File: config.mk
export PLATFORM = sky130hd
export DESIGN_NAME = status_led_and_button_hold
export DESIGN_NICKNAME = d
export VERILOG_FILES = /design/src/sv/slbh_pkg.sv /design/src/sv/slbh_core.sv /design/src/sv/status_led_and_button_hold.sv
export SDC_FILE = /design/constraint.sdc
export NUM_CORES = 1
export LEC_CHECK = 0
export ABC_CLOCK_PERIOD_IN_PS = 5400
export BUFFER_PORTS_ARGS = -buffer_cell sky130_fd_sc_hd__clkbuf_2
export CAP_MARGIN = 5
export CELL_PAD_IN_SITES_DETAIL_PLACEMENT = 0
export CELL_PAD_IN_SITES_GLOBAL_PLACEMENT = 1
export CORE_MARGIN = 1
export CORE_UTILIZATION = 40
export DETAILED_ROUTE_END_ITERATION = 10
export PLACE_DENSITY_LB_ADDON = 0.3
export SKIP_CTS_REPAIR_TIMING = 1
export SLEW_MARGIN = 5
export SYNTH_ARGS = -nofsm -noshare
export SYNTH_HDL_FRONTEND = slang
export SYNTH_SLANG_ARGS = --single-unit
File: constraint.sdc
create_clock -name aclk -period 5.4 [get_ports aclk]
set_clock_uncertainty 0.05 [all_clocks]
set_input_delay 0.54 -clock aclk [delete_from_list [all_inputs] [get_ports aclk]]
set_output_delay 0.54 -clock aclk [all_outputs]
set_load 0.05 [all_outputs]
File: src/sv/slbh_pkg.sv
// ----------------------------------------------------------------------------
// slbh_pkg
// Shared types, codes and mode tables for the status LED / button hold block.
// ----------------------------------------------------------------------------
package slbh_pkg;

    typedef enum logic [2:0] {
        MODE_PAIRING   = 3'd0,
        MODE_CONNECTED = 3'd1,
        MODE_IDLE      = 3'd2,
        MODE_FAULT     = 3'd3,
        MODE_PRESS     = 3'd4,
        MODE_DONE      = 3'd5
    } mode_t;

    typedef enum logic [1:0] {
        COLOR_BLUE  = 2'd0,
        COLOR_RED   = 2'd1,
        COLOR_GREEN = 2'd2,
        COLOR_WHITE = 2'd3
    } color_t;

    typedef enum logic {
        KIND_TICK = 1'b0,
        KIND_SET  = 1'b1
    } kind_t;

    localparam logic [2:0]  MODE_LAST  = 3'd5;
    localparam logic [6:0]  FULL_ON    = 7'd100;
    localparam logic [6:0]  FULL_OFF   = 7'd0;
    localparam logic [15:0] HOLD_RESET = 16'd100;
    localparam logic [15:0] COUNT_MAX  = 16'hFFFF;
    localparam int          MASK_BITS  = 4;

    typedef struct packed {
        kind_t      kind;
        logic       timer_flag;
        logic       button_level;
        logic [2:0] new_mode;
    } item_t;

    typedef struct packed {
        logic [6:0] brightness;
        color_t     color;
        logic       clear_owner;
        mode_t      mode;
    } result_t;

    // Blink mask per mode; brightness is on when all mask bits of the counter are set.
    function automatic logic [MASK_BITS-1:0] mode_mask(input mode_t m);
        logic [MASK_BITS-1:0] mask;
        unique case (m)
            MODE_PAIRING:   mask = 4'b1000;
            MODE_CONNECTED: mask = 4'b0000;
            MODE_IDLE:      mask = 4'b0100;
            MODE_FAULT:     mask = 4'b0000;
            MODE_PRESS:     mask = 4'b0010;
            MODE_DONE:      mask = 4'b0001;
            default:        mask = 4'b0100;
        endcase
        return mask;
    endfunction

    function automatic color_t mode_color(input mode_t m);
        color_t c;
        unique case (m)
            MODE_FAULT: c = COLOR_RED;
            MODE_PRESS: c = COLOR_GREEN;
            MODE_DONE:  c = COLOR_WHITE;
            default:    c = COLOR_BLUE;
        endcase
        return c;
    endfunction

endpackage

File: src/sv/slbh_core.sv
// ----------------------------------------------------------------------------
// slbh_core
// Mode, long-press and blink state; computes one result per presented item.
// ----------------------------------------------------------------------------
module slbh_core import slbh_pkg::*; #(
    parameter int BLINK_BITS = 8,
    parameter int DONE_TICKS = 5
) (
    input  logic        aclk,
    input  logic        aresetn,
    input  logic        cfg_we,
    input  logic [15:0] cfg_wdata,
    input  logic        item_fire,
    input  item_t       item,
    output result_t     result
);

    localparam logic [15:0]           DONE_LIMIT = 16'(DONE_TICKS);
    localparam logic [BLINK_BITS-1:0] BLINK_ONE  = BLINK_BITS'(1);

    logic [15:0]           hold_ticks_reg;
    mode_t                 link_mode_reg,   link_mode_next;
    mode_t                 saved_mode_reg,  saved_mode_next;
    logic                  tick_phase_reg,  tick_phase_next;
    logic [BLINK_BITS-1:0] blink_count_reg, blink_count_next;
    logic [15:0]           press_count_reg, press_count_next;
    logic                  done_phase_reg,  done_phase_next;
    logic [6:0]            led_level_reg,   led_level_next;
    color_t                led_color_reg,   led_color_next;
    logic                  clear_next;

    logic [BLINK_BITS-1:0] mask_ext;
    mode_t                 cur_mode;

    assign cur_mode = (link_mode_reg <= MODE_LAST) ? link_mode_reg : MODE_IDLE;
    assign mask_ext = BLINK_BITS'(mode_mask(cur_mode));

    always_comb begin
        link_mode_next   = link_mode_reg;
        saved_mode_next  = saved_mode_reg;
        tick_phase_next  = tick_phase_reg;
        blink_count_next = blink_count_reg;
        press_count_next = press_count_reg;
        done_phase_next  = done_phase_reg;
        led_level_next   = led_level_reg;
        led_color_next   = led_color_reg;
        clear_next       = 1'b0;

        unique case (item.kind)
            KIND_SET: begin
                if (item.new_mode <= MODE_LAST) begin
                    link_mode_next = mode_t'(item.new_mode);
                end
            end
            KIND_TICK: begin
                led_color_next = mode_color(cur_mode);
                if (tick_phase_reg == item.timer_flag) begin
                    if (!done_phase_reg) begin
                        if (item.button_level) begin
                            if (press_count_reg == '0) begin
                                saved_mode_next = link_mode_reg;
                            end
                            if (press_count_reg != COUNT_MAX) begin
                                press_count_next = press_count_reg + 16'd1;
                            end
                            link_mode_next = MODE_PRESS;
                        end else if (press_count_reg != '0) begin
                            // restore only on release
                            press_count_next = '0;
                            link_mode_next   = saved_mode_reg;
                        end
                        if (press_count_next > hold_ticks_reg) begin
                            clear_next       = 1'b1;
                            press_count_next = '0;
                            done_phase_next  = 1'b1;
                        end
                    end
                    if (done_phase_next) begin
                        press_count_next = press_count_next + 16'd1;
                        link_mode_next   = MODE_DONE;
                        if (press_count_next > DONE_LIMIT) begin
                            done_phase_next  = 1'b0;
                            link_mode_next   = MODE_PAIRING;
                            press_count_next = '0;
                        end
                    end
                    blink_count_next = blink_count_reg + BLINK_ONE;
                    tick_phase_next  = ~item.timer_flag;
                    led_level_next   = ((blink_count_next & mask_ext) == mask_ext)
                                       ? FULL_ON : FULL_OFF;
                end
            end
            default: ;
        endcase
    end

    always_ff @(posedge aclk) begin
        if (!aresetn) begin
            hold_ticks_reg <= HOLD_RESET;
        end else if (cfg_we) begin
            hold_ticks_reg <= cfg_wdata;
        end
    end

    always_ff @(posedge aclk) begin
        if (!aresetn) begin
            link_mode_reg   <= MODE_IDLE;
            saved_mode_reg  <= MODE_IDLE;
            tick_phase_reg  <= 1'b0;
            blink_count_reg <= '0;
            press_count_reg <= '0;
            done_phase_reg  <= 1'b0;
            led_level_reg   <= FULL_OFF;
            led_color_reg   <= COLOR_BLUE;
        end else if (item_fire) begin
            link_mode_reg   <= link_mode_next;
            saved_mode_reg  <= saved_mode_next;
            tick_phase_reg  <= tick_phase_next;
            blink_count_reg <= blink_count_next;
            press_count_reg <= press_count_next;
            done_phase_reg  <= done_phase_next;
            led_level_reg   <= led_level_next;
            led_color_reg   <= led_color_next;
        end
    end

    assign result.brightness  = led_level_next;
    assign result.color       = led_color_next;
    assign result.clear_owner = clear_next;
    assign result.mode        = link_mode_next;

    // clear pulse opens a done indicator window whenever DONE_TICKS is nonzero
    a_clear_enters_done: assert property (@(posedge aclk) disable iff (!aresetn)
        item_fire && clear_next |=> done_phase_reg)
        else $error("clear_owner without done phase");

    // indicator counter never runs past its limit
    a_done_count_bound: assert property (@(posedge aclk) disable iff (!aresetn)
        done_phase_reg |-> press_count_reg <= DONE_LIMIT)
        else $error("done phase count overrun");

    // state only moves on a presented item
    a_state_holds: assert property (@(posedge aclk) disable iff (!aresetn)
        !item_fire |=> $stable(press_count_reg) && $stable(blink_count_reg))
        else $error("state changed without an item");

    // set items never touch the LED or blink state
    a_set_keeps_led: assert property (@(posedge aclk) disable iff (!aresetn)
        item_fire && item.kind == KIND_SET |=> $stable(blink_count_reg)
            && $stable(led_level_reg))
        else $error("set item altered LED state");

endmodule

File: src/sv/status_led_and_button_hold.sv
// ----------------------------------------------------------------------------
// status_led_and_button_hold
// Status LED and long-press controller: input register, state core, result register.
// ----------------------------------------------------------------------------
// Items pass the input register, then the result register; m_ready can stall both.
// Throughput: 1 item per cycle unless m_ready stalls; an empty input still loads.
// State is updated by the core as the item leaves the input register.
// Reset (aresetn low, synchronous): both stages empty, mode idle, hold_ticks 100,
// LED off and blue, counters cleared.
module status_led_and_button_hold import slbh_pkg::*; #(
    parameter int BLINK_BITS = 8,
    parameter int DONE_TICKS = 5
) (
    input  logic        aclk,
    input  logic        aresetn,
    input  logic        cfg_we,
    input  logic [15:0] cfg_wdata,
    input  logic        s_valid,
    output logic        s_ready,
    input  logic        s_kind,
    input  logic        s_timer_flag,
    input  logic        s_button_level,
    input  logic [2:0]  s_new_mode,
    output logic        m_valid,
    input  logic        m_ready,
    output logic [6:0]  m_brightness,
    output logic [1:0]  m_color,
    output logic        m_clear_owner,
    output logic [2:0]  m_mode
);

    logic    in_valid_reg;
    item_t   in_item_reg;
    logic    out_valid_reg;
    result_t out_result_reg;
    result_t core_result;
    logic    advance;

    assign advance = in_valid_reg && (!out_valid_reg || m_ready);
    assign s_ready = !in_valid_reg || advance;

    always_ff @(posedge aclk) begin
        if (!aresetn) begin
            in_valid_reg <= 1'b0;
        end else if (s_ready) begin
            in_valid_reg <= s_valid;
        end
    end

    always_ff @(posedge aclk) begin
        if (s_valid && s_ready) begin
            in_item_reg.kind         <= kind_t'(s_kind);
            in_item_reg.timer_flag   <= s_timer_flag;
            in_item_reg.button_level <= s_button_level;
            in_item_reg.new_mode     <= s_new_mode;
        end
    end

    slbh_core #(
        .BLINK_BITS (BLINK_BITS),
        .DONE_TICKS (DONE_TICKS)
    ) u_core (
        .aclk      (aclk),
        .aresetn   (aresetn),
        .cfg_we    (cfg_we),
        .cfg_wdata (cfg_wdata),
        .item_fire (advance),
        .item      (in_item_reg),
        .result    (core_result)
    );

    always_ff @(posedge aclk) begin
        if (!aresetn) begin
            out_valid_reg <= 1'b0;
        end else if (advance) begin
            out_valid_reg <= 1'b1;
        end else if (m_ready) begin
            out_valid_reg <= 1'b0;
        end
    end

    always_ff @(posedge aclk) begin
        if (advance) begin
            out_result_reg <= core_result;
        end
    end

    assign m_valid       = out_valid_reg;
    assign m_brightness  = out_result_reg.brightness;
    assign m_color       = out_result_reg.color;
    assign m_clear_owner = out_result_reg.clear_owner;
    assign m_mode        = out_result_reg.mode;

endmodule

Word level (Yosys, flattened, before mapping)
Cells that the tools add are included.
{"block": "op_classes", "reduce_logical": 14, "addsub": 3, "bitwise": 5, "n_mux": 35, "order_cmp": 4, "n_eq_ne": 7}
{"op": "$mux 16", "n": 12}
{"op": "$add 16x1->16 const B", "n": 2}
{"op": "$mux 3", "n": 8}
{"op": "$mux 7", "n": 3}
{"op": "$gt 16x16->1", "n": 1}
{"op": "$gt 16x3->1 const B", "n": 1}
{"op": "$logic_not 16->1", "n": 1}
{"op": "$ne 16x16->1 const B", "n": 1}
{"op": "$pmux 4 s4", "n": 1}
{"op": "$reduce_bool 16->1", "n": 1}
{"op": "$add 8x1->8 const B", "n": 1}
{"op": "$and 8x4->8", "n": 1}
{"op": "$eq 8x4->1", "n": 1}
{"op": "$mux 1", "n": 8}
{"op": "$eq 3x3->1 const B", "n": 2}
{"op": "$le 3x3->1 const B", "n": 2}
{"op": "$pmux 2 s3", "n": 1}
{"op": "$pmux 3 s2", "n": 1}
{"op": "$reduce_and 6->1", "n": 1}
{"op": "$not 1->1", "n": 4}
{"op": "$eq 3x1->1 const B", "n": 1}
{"op": "$eq 3x2->1 const B", "n": 1}
{"op": "$logic_not 3->1", "n": 1}
{"op": "$reduce_and 3->1", "n": 1}
{"op": "8 further kinds", "n": 11}
{"block": "word_totals", "in_bits": 27, "regBits": 78}

Depth between registers and ports, before layout
{"block": "depth", "ltp_word": 17, "depth_mapped": 29, "ltp_nobuf": 26}

Cells and area by module
Synthesis repeated with hierarchy kept, for this count alone.
{"block": "unflattened", "hier_cells": 562, "area_unflattened_um2": 4783.3}
{"mod": "slbh_core", "instances": 1, "seq_area_each_um2": 1061.0, "area_each_um2": 4108.9, "cells_per_inst": 534}
{"mod": "status_led_and_button_hold", "instances": 1, "seq_area_each_um2": 610.6, "area_each_um2": 674.4, "cells_per_inst": 28}

Least setup slack after synthesis
No wires, ideal clock.
{"block": "synth_timing", "path_type": "flip-flop to flip-flop", "from": "register u_core.press_count_reg[0]", "to": "register u_core.done_phase_reg", "stages_incl_launch_ff": 26, "path_buffers": 3, "setup_time_ns": 0.085, "required_time_ns": 5.265, "arrival_time_ns": 5.119, "setup_slack_ns": 0.146, "cell_sequence": "dfxtp_1 > ha_1 > nand3_1 > nor4_4 > buf_2 > nor3_1 > o21a_1 > ha_1 > nand4_1 > nor4_2 > nor2b_1 > a31o_1 > buf_2 > clkbuf_1 > and2_1 > a21oi_1 > inv_1 > ha_1 > nand3_1 > o21ai_0 > nand3_1 > xor2_1 > a21oi_1 > a2111oi_4 > nand4_2 > o31ai_2"}
{"block": "synth_between", "elab_chain_len": 15}
{"element": "start, declared", "line_no": "slbh_core.sv:26", "text": "logic [15:0] press_count_reg, press_count_next;"}
{"element": "start signal, assigned", "line_no": "slbh_core.sv:120", "text": "press_count_reg <= press_count_next;"}
{"element": "$add 16x1->16 (tied with other cells)", "line_no": "slbh_core.sv:64", "text": "press_count_next = press_count_reg + 16'd1;"}
{"element": "$mux 16, on equally long branches", "line_no": "slbh_core.sv:63, slbh_core.sv:67"}
{"element": "$mux 16", "line_no": "slbh_core.sv:59", "text": "if (item.button_level) begin"}
{"element": "$mux 16", "line_no": "slbh_core.sv:58", "text": "if (!done_phase_reg) begin"}
{"element": "$mux 16", "line_no": "slbh_core.sv:57", "text": "if (tick_phase_reg == item.timer_flag) begin"}
{"element": "$mux 16", "line_no": "slbh_core.sv:49", "text": "unique case (item.kind)"}
{"element": "$gt 16x16->1", "line_no": "slbh_core.sv:72", "text": "if (press_count_next > hold_ticks_reg) begin"}
{"element": "$mux 16", "line_no": "slbh_core.sv:72"}
{"element": "$mux 16", "line_no": "slbh_core.sv:58"}
{"element": "$mux 16", "line_no": "slbh_core.sv:57"}
{"element": "$mux 16", "line_no": "slbh_core.sv:49"}
{"element": "$add 16x1->16", "line_no": "slbh_core.sv:79", "text": "press_count_next = press_count_next + 16'd1;"}
{"element": "$gt 16x3->1", "line_no": "slbh_core.sv:81", "text": "if (press_count_next > DONE_LIMIT) begin"}
{"element": "$mux 1", "line_no": "slbh_core.sv:81"}
{"element": "$mux 1 (*)", "line_no": "slbh_core.sv:78", "text": "if (done_phase_next) begin"}
{"element": "end signal, assigned", "line_no": "slbh_core.sv:121", "text": "done_phase_reg <= done_phase_next;"}
{"element": "end, declared", "line_no": "slbh_core.sv:27", "text": "logic done_phase_reg, done_phase_next;"}
Every way passes the cells marked *; elsewhere a longest branch is shown, timed or not. The select of a mux whose other input is x is not followed.
A chain may end at the register's enable or synchronous reset.

Worst setup path after layout
{"block": "layout_timing", "from": "register u_core.press_count_reg[1]", "to": "register u_core.done_phase_reg"}
Same word-level chain as after synthesis.

==> out/metrics.yaml <==
syn-cell-area_um2: 4930
clockPowerShare_pct: 46.4
fp-row-count: 40
p_switching_mw: 0.371
grt_antenna_before_repair: 0
async_reset_ff_share_pct: 0
synth-seq-cells: 74
final_hold_viol_count: 0
drt_iter0_markers: 394
status: "finished, final reports clean"
area_growth_pct: 18.6
syn-num-nets: 636
overflow: 0
grtUsageTotal_pct: 24.5
design.core.area_um2: 12000
final_common_cell: "nand2_1"
crit_arrival_ns: 5.32
p_seq_share_pct: 43.9
io_pins: 42
min_period_over_period_pct: 94.3
tightest_slew_ns: 0.969
p_per_area_nw_per_um2: 235
post_drt_wl_per_cell_um: 18.3
required_ns: 5.63
clockBufferDepth: 2
dr_total_vias: 4609
grt_max_degree: 50
vias_per_cell: 5.79
hold_ws_ns: 0.308
p_int_mw: 1.00
max_slew_margin_pct: 35.3
drive_above_1_share_pct: 22.7
hp-class: "in -> reg"
endpoint_kind: "register"
cts_tree: "built"
p_leak_nw: 2.45
yosysSeqAreaShare_pct: 33.9
crit_fanout: 10
synth_cell_types: 74
first_pass_iters: 5
io_buffers: 41
ir_drop_v: 0.000200
top_layer_used: "met4"
dpl.hpwl_mm: 10.8
synth_edf_count: 19
finalCriticalPeriod_ns: 5.09
most-common-layout-cells: "69 x nand2_1, 49 x dfxtp_1, 49 x buf_4, 41 x clkbuf_2, 35 x a21oi_1"
tns_ns: 0
cts_root_buf: "clkbuf_16"
grt_pass1_wl_mm: 23.7
final.fill_count: 1173
final_nets: 692
die_area_um2: 12800
met1_length_mm: 6.66
ys.flop_type: "dfxtp_1"
initial_utilization_pct: 41.1
first_global_vias: 4341
drc: 0
path_clk_slew_ns: 0.06
combPwrFrac_pct: 9.7
drv_cap: 0
cts_sinks: 74
worstSetupStartpointType: "register"
dr_wl_met3_um: 936
syn_area_per_cell_um2: 8.39
dieWidth_um: 113
antenna_cells: 0
drt_wl_total_mm: 14.6
gp_congestion: 0.966
ant_nets: 0
cts_buffers: 9
fmax_mhz: 196
slew_viol_final: 0
yosysWarnings: 0
finalSetupViolCount: 0
htree_num_levels: 3
die_h_um: 113
netlist_instances: 588
swShare_pct: 27.0
post-route-util_pct: 48.7
dr_wl_met2_mm: 6.53
insertion_delay_ns: 0.36
critPathKind: "reg -> reg"
## kinds of logic (layout without fill, tap and decap cells)
| family | after synthesis | in the layout | synth area share (%) |
|---|---|---|---|
| AO/OA/AOI/OAI | 140 | 140 | 19.7 |
| buffers and inverters | 79 | 140 | 7.28 |
| multiplexers | 22 | 22 | 4.77 |
| flip-flops | 74 | 74 | 33.9 |
| XOR/XNOR | 15 | 15 | 2.66 |
| adder cells (fa/ha/maj) | 21 | 21 | 5.33 |
| AND/OR/NAND/NOR | 237 | 237 | 26.3 |
## worst max-delay path, cell delays in order, from the launching register on
cell and delay (ns):
dfxtp_1 0.37, buf_4 0.20, and4_2 0.31, and4_1 0.29
nand3_1 0.11, mux2i_1 0.20, nor2_2 0.08, ha_1 0.30
nand4_2 0.15, nor4_2 0.34, nor2b_1 0.22, a31o_1 0.14
buf_4 0.18, buf_4 0.19, a32o_1 0.17, and3_1 0.25
o2111ai_1 0.16, or3_4 0.41, a2111oi_4 0.46, nand4_2 0.19
o31ai_2 0.23
## routing by layer
layer	vias up	global-route usage [%]
met4	0	11.1
met1	2181	33.6
met2	168	37.3
li1	2227	-
met3	33	4.98
met5	-	0
## power by group through the flow
stage                     logic, mW  clock network (mW)  registers [mW]
final                         0.133               0.638           0.603
after global routing          0.147               0.672           0.606
after CTS                     0.134               0.651           0.603
after detailed placement      0.133                   0           0.615
after global placement        0.132                   0           0.615
after floorplan              0.0787                   0           0.626
## through the flow
stage	cell area [um^2]	power, mW	setup slack, ns	cells
detailed placement	5460	0.748	-0.0339	779
global placement	5460	0.747	0.192	779
finish	5850	1.37	0.309	796
global route	5850	1.43	-0.0144	796
floorplan	4930	0.705	0.146	588
CTS	5760	1.39	-0.0495	795
## cells in the mapped netlist, types with 5 or more instances
cell,instances,area [um^2]
and3_1,11,68.8
xor2_1,9,78.8
mux2i_1,19,190
dfxtp_1,55,1100
clkbuf_1,23,86.3
ha_1,21,263
o211ai_1,8,60.1
buf_2,11,55.1
nor2_1,27,101
nand2_1,69,259
edfxtp_1,19,571
a21boi_0,15,113
nor2b_1,21,131
and4_1,5,43.8
nor3_1,12,60.1
buf_4,7,52.6
a21oi_1,35,175
nand4_1,12,75.1
nor4_1,9,56.3
a21o_1,5,37.5
inv_1,31,116
a31oi_1,6,37.5
o21ai_0,24,120
xnor2_1,6,52.6
nand2b_1,7,43.8
nand3_1,28,140
and2_1,15,93.8
## cell type report
class / count / area (um^2) / area share [%]
multi-input combinational: 435 / 2970 / 50.8
clock inverter: 7 / 82.6 / 1.41
tap: 147 / 184 / 3.15
sequential: 74 / 1680 / 28.7
timing repair buffer: 91 / 584 / 9.99
inverter: 33 / 124 / 2.12
clock buffer: 9 / 225 / 3.85
## worst paths after layout
kind	from	endpoint	slack, ns	cells after the start
worst min-delay path	s_new_mode[0]	in_item_reg[0]	0.31	1
worst max-delay path	u_core.press_count_reg[1]	u_core.done_phase_reg	0.31	20
worst max register to register	u_core.press_count_reg[1]	u_core.done_phase_reg	0.31	20
worst min register to register	u_core.led_level_reg[6]	u_core.led_level_reg[6]	0.41	2
No activity file was read; power rests on OpenSTA's default activity.
